### config.mk
export PLATFORM = sky130hd
export DESIGN_NAME = lanc_ctrl
export DESIGN_NICKNAME = d
export VERILOG_FILES = /design/src/rtl/lanc_pkg.sv /design/src/rtl/lanc_ctrl.sv
export SDC_FILE = /design/constraint.sdc
export NUM_CORES = 1
export LEC_CHECK = 0
export BUFFER_PORTS_ARGS = -buffer_cell sky130_fd_sc_hd__buf_2
export CORE_ASPECT_RATIO = 0.9
export CORE_MARGIN = 4
export CORE_UTILIZATION = 52
export DETAILED_ROUTE_END_ITERATION = 12
export PLACE_DENSITY = 0.73
export SKIP_LAST_GASP = 1
export SLEW_MARGIN = 20
export SYNTH_ARGS = -nofsm -noshare
export SYNTH_HDL_FRONTEND = slang
export SYNTH_SLANG_ARGS = --single-unit
### constraint.sdc
create_clock -name i_clk -period 1.9 [get_ports i_clk]
set_input_delay 0 -clock i_clk [delete_from_list [all_inputs] [get_ports i_clk]]
set_output_delay 0 -clock i_clk [all_outputs]
set_load 0.1 [all_outputs]
### src/rtl/lanc_pkg.sv
// Shared constants, command and status types of the LMS noise canceller
`timescale 1ns / 1ps
`default_nettype none

package lanc_pkg;

    // Filter length and tap index width
    localparam int TAPS   = 50;
    localparam int TAP_AW = (TAPS > 1) ? $clog2(TAPS) : 1;
    localparam logic [TAP_AW-1:0] TAP_LAST = TAP_AW'(TAPS - 1);

    // Field widths
    localparam int SAMPLE_W = 16;
    localparam int WEIGHT_W = 32;
    localparam int STEP_W   = 16;
    localparam logic [STEP_W-1:0] STEP_RESET = 16'd655;

    // Datapath widths: mu*err, shared multiplier product, accumulator
    localparam int MUE_W  = STEP_W + 1 + SAMPLE_W;
    localparam int PROD_W = MUE_W + SAMPLE_W;
    localparam int ACC_W  = SAMPLE_W + WEIGHT_W + TAP_AW;

    // Error rounding: Q.39 difference down to Q.15
    localparam int ERR_FRAC = 24;
    localparam int DIFF_W   = ACC_W + 2;
    localparam logic signed [DIFF_W-1:0] ERR_HALF = DIFF_W'(1) <<< (ERR_FRAC - 1);

    // Weight update rounding: Q.46 step down to Q.24 with doubling
    localparam int UPD_SHIFT = 21;
    localparam int UPD_W     = WEIGHT_W + UPD_SHIFT + 2;
    localparam logic signed [UPD_W-1:0] UPD_HALF = UPD_W'(1) <<< (UPD_SHIFT - 1);

    // Saturation limits
    localparam logic [SAMPLE_W-1:0] SAMPLE_MAX = {1'b0, {(SAMPLE_W-1){1'b1}}};
    localparam logic [SAMPLE_W-1:0] SAMPLE_MIN = {1'b1, {(SAMPLE_W-1){1'b0}}};
    localparam logic [WEIGHT_W-1:0] WEIGHT_MAX = {1'b0, {(WEIGHT_W-1){1'b1}}};
    localparam logic [WEIGHT_W-1:0] WEIGHT_MIN = {1'b1, {(WEIGHT_W-1){1'b0}}};

    // Controller to datapath commands
    typedef struct packed {
        logic              load;      // take the item, write history
        logic              rd_mac;    // read tap for the estimate sweep
        logic              rd_upd;    // read tap for the weight update sweep
        logic [TAP_AW-1:0] tap;       // tap index of the current read
        logic              calc_err;  // register the saturated error
        logic              push_out;  // load output register, form mu*err
    } t_ctrl_cmd;

    // Datapath to controller status
    typedef struct packed {
        logic pipe_busy;  // reads still in flight in the tap pipeline
        logic out_free;   // output register can take an item this cycle
    } t_dp_status;

endpackage

`default_nettype wire

### src/rtl/lanc_ctrl.sv
// Sequencer: item intake, estimate sweep, error, weight update sweep
`timescale 1ns / 1ps
`default_nettype none

module lanc_ctrl import lanc_pkg::*; (
    input  wire logic       i_clk,
    input  wire logic       i_rst_n,
    input  wire logic       i_in_valid,
    output logic            o_in_stall,
    input  wire t_dp_status i_status,
    output t_ctrl_cmd       o_cmd
);

    typedef enum logic [6:0] {
        S_IDLE  = 7'b0000001,
        S_MAC   = 7'b0000010,
        S_MWAIT = 7'b0000100,
        S_ERR   = 7'b0001000,
        S_OUT   = 7'b0010000,
        S_UPD   = 7'b0100000,
        S_UWAIT = 7'b1000000
    } t_state;

    t_state            r_state, n_state;
    logic [TAP_AW-1:0] r_tap, n_tap;

    // Next state and command decode
    always_comb begin
        n_state  = r_state;
        n_tap    = r_tap;
        o_cmd    = '0;
        o_cmd.tap = r_tap;
        unique case (r_state)
            S_IDLE: begin
                if (i_in_valid) begin
                    o_cmd.load = 1'b1;
                    n_tap      = '0;
                    n_state    = S_MAC;
                end
            end
            S_MAC: begin
                o_cmd.rd_mac = 1'b1;
                if (r_tap == TAP_LAST) begin
                    n_tap   = '0;
                    n_state = S_MWAIT;
                end else begin
                    n_tap = r_tap + 1'b1;
                end
            end
            S_MWAIT: begin
                if (!i_status.pipe_busy) begin
                    n_state = S_ERR;
                end
            end
            S_ERR: begin
                o_cmd.calc_err = 1'b1;
                n_state        = S_OUT;
            end
            S_OUT: begin
                if (i_status.out_free) begin
                    o_cmd.push_out = 1'b1;
                    n_tap          = '0;
                    n_state        = S_UPD;
                end
            end
            S_UPD: begin
                o_cmd.rd_upd = 1'b1;
                if (r_tap == TAP_LAST) begin
                    n_tap   = '0;
                    n_state = S_UWAIT;
                end else begin
                    n_tap = r_tap + 1'b1;
                end
            end
            S_UWAIT: begin
                if (!i_status.pipe_busy) begin
                    n_state = S_IDLE;
                end
            end
            default: begin
                n_state = S_IDLE;
            end
        endcase
    end

    // State registers
    always_ff @(posedge i_clk) begin
        if (!i_rst_n) begin
            r_state <= S_IDLE;
            r_tap   <= '0;
        end else begin
            r_state <= n_state;
            r_tap   <= n_tap;
        end
    end

    assign o_in_stall = (r_state != S_IDLE);

endmodule

`default_nettype wire

==> flow_metrics.tcl <==
set metrics [dict create \
    worstRegToRegCells 5 \
    drt_first_pass_iters 4 \
    ir_worst_vdd_uv 595 \
    gp_congestion 0.743 \
    post-route-period-util_pct 94.6 \
    wl_per_cell_um 13.7 \
    yosysSeqAreaShare_pct 32.1 \
    fmax_ghz 0.556 \
    status "complete, no violations" \
    fp-row-count 13 \
    core_area_mm2 0.00146 \
    vias 740 \
    critPathLaunch "r_state[1]" \
    rsz0062_at_grt "yes" \
    crit_end "o_in_stall" \
    rrSetupSlack_ns 0.25 \
    synth_cell_type_count 38 \
    yosys_register_bits 13 \
    cts_sinks 13 \
    start_util_pct 55.3 \
    cp_data_arrival_time_ns 1.80 \
    pre_cts_ws_ns 0.260 \
    drv_cap 0 \
    worstSetupPathType "flip-flop to primary output" \
    grt_first_pass_wirelength_mm 2.92 \
    synthTopCellsByArea "dfxtp_1 (32%), xor2_1 (5.4%), nor2_1 (5.1%)" \
    cp-start-kind "flip-flop" \
    wirelength_mm 1.78 \
    area_growth_pct 23.8 \
    met2_usage_pct 25.9 \
    die_h_um 45.4 \
    hpwl_mm 1.33 \
    drive_gt1_share_pct 35.7 \
    use_met1_pct 23.7 \
    grt_pass1_vias 624 \
    power.leakage_uw 0.000415 \
    die_area_mm2 0.00225 \
    worst_slew_pin_slew_ns 0.494 \
    finalSetupTns_ns 0 \
    finalSetupViolations 0 \
    period_needed_ns 1.80 \
    io_buffers 16 \
    place_area_um2 941 \
    netlist_instances 96 \
    maxSlewViolCount 0 \
    final_util_pct 68.5 \
    busiest_layer "met2" \
    syn_nets 103 \
    finClkSkew_ns 0.00444 \
    grt_usage_pct 17.7 \
    antenna_found_initial 0 \
    async_flop_share_pct 0 \
    r2r-start "r_state[1]" \
    min_path_type "input pin to flip-flop" \
    powerDensity_mw_per_mm2 743 \
    min_from "i_status[0]" \
    die_w_um 49.6 \
    cts_tree "done" \
    synth-edff-count 0 \
    cp_max_fo 9 \
    ys.flop_type "dfxtp_1" \
    dr.first_iter.drc_count 13 \
    setup_ws_ns 0.102 \
    layout_common_cells "nor2_1 (11), buf_2 (11), nand2_1 (7), clkbuf_4 (7)" \
    worst_setup_path_end_kind "primary output" \
    grt_start_max_net_pins 10 \
    synth.avg_cell_area_um2 8.43 \
    clkTransAtPathRegs_ns 0.07 \
    avgViaCountPerCell 5.69 \
    netlist.area_leader.share_pct 32.1 \
    final_area_mm2 0.00100 \
    gr-total-overflow 0 \
    cts_max_level 1 \
    cts-root-buf "clkbuf_4" \
    syn-cell-area_um2 810 \
    synth.largest_area_cell "dfxtp_1" \
    route.detailed.drc 0 \
    clock_path_buffers 2 \
    finalHoldViolCount 0 \
    nets 123 \
    cts_inserted_buffers 3 \
    cp.required_ns 1.90 \
    whs_ns 0.0165 \
    num-fill-cells 131 \
    clk_latency_ns 0.28 \
    r2r_end "r_tap[5]" \
    io_pins 17 \
    grtUsageMet3_pct 5.90 \
    drtAntennaViolNets 0 \
    n_antenna_cell 0 \
    yosys_warnings 0 \
    slew_headroom_pct 67.3 \
]
kinds of logic after synthesis:
| family | share of synthesized area [%] |
|---|---|
| AND/OR/NAND/NOR | 35.4 |
| XOR/XNOR | 5.41 |
| adder cells (fa/ha/maj) | 3.09 |
| multiplexers | 1.24 |
| buffers and inverters | 4.79 |
| flip-flops | 32.1 |
| AO/OA/AOI/OAI | 17.9 |
power breakdown:
group | switching, uW | leakage, uW | internal [uW]
Sequential | 23.4 | 0.000109 | 282
Combinational | 183 | 0.000291 | 87.2
Clock | 87.9 | 0.0000150 | 81.5
area by class of cell:
type / instances / area, um^2 / area share (%)
multi-input combinational: 74 / 537 / 53.6
sequential: 13 / 272 / 27.1
timing repair buffer: 19 / 130 / 13.0
clock buffer: 4 / 26.3 / 2.62
inverter: 5 / 18.8 / 1.87
tap: 15 / 18.8 / 1.87
critical path, cell delays in order, from the launching register on:
cell,delay (ns)
dfxtp_1,0.57
nor2_1,0.12
and2_2,0.23
and3b_1,0.20
inv_1,0.08
clkbuf_4,0.33
state kept, by name, summed over array words and instances (netlist names):
| register | flops |
|---|---|
| r_state | 7 |
| r_tap | 6 |
stage by stage:
stage                     cells  power [uW]
after detailed placement    123         574
after global placement      123         573
after CTS                   128         749
after floorplan              96         521
after global routing        130         793
final                       130         745
synthesized netlist by cell type (2+ instances only):
| master | count |
|---|---|
| xor2_1 | 5 |
| nor2_1 | 11 |
| nor3b_1 | 4 |
| nand3_1 | 5 |
| ha_1 | 2 |
| inv_1 | 5 |
| dfxtp_1 | 13 |
| buf_2 | 2 |
| a211o_2 | 2 |
| nand2_1 | 8 |
| nand4b_1 | 2 |
| clkbuf_2 | 2 |
| o21ai_0 | 6 |
| and3_1 | 2 |
| nor4b_1 | 2 |
| a21oi_1 | 2 |
| nand3b_1 | 2 |
timing repair:
item | CTS | global route
hold buffers | 1 | 0
setup buffers | 0 | 2
hold endpoints to repair | 2 | 0
setup endpoints to repair | 0 | 6
resized for setup | 0 | 4
routing by layer:
layer	vias to the layer above	share of wire (%)
li1	383	-
met1	329	50
met2	26	45
met3	2	5.0
met4	0	0.79
met5	-	0
how the worst min path moves through the flow:
stage                 endpoint  slack, ns  cells past startpoint
floorplan           r_state[0]       0.08                      1
global route        r_state[0]       0.03                      2
finish              r_state[4]       0.02                      3
CTS                 r_state[0]      0.004                      2
global placement    r_state[0]       0.26                      2
detailed placement  r_state[0]       0.25                      2
Power figures use the tool's default switching activity.
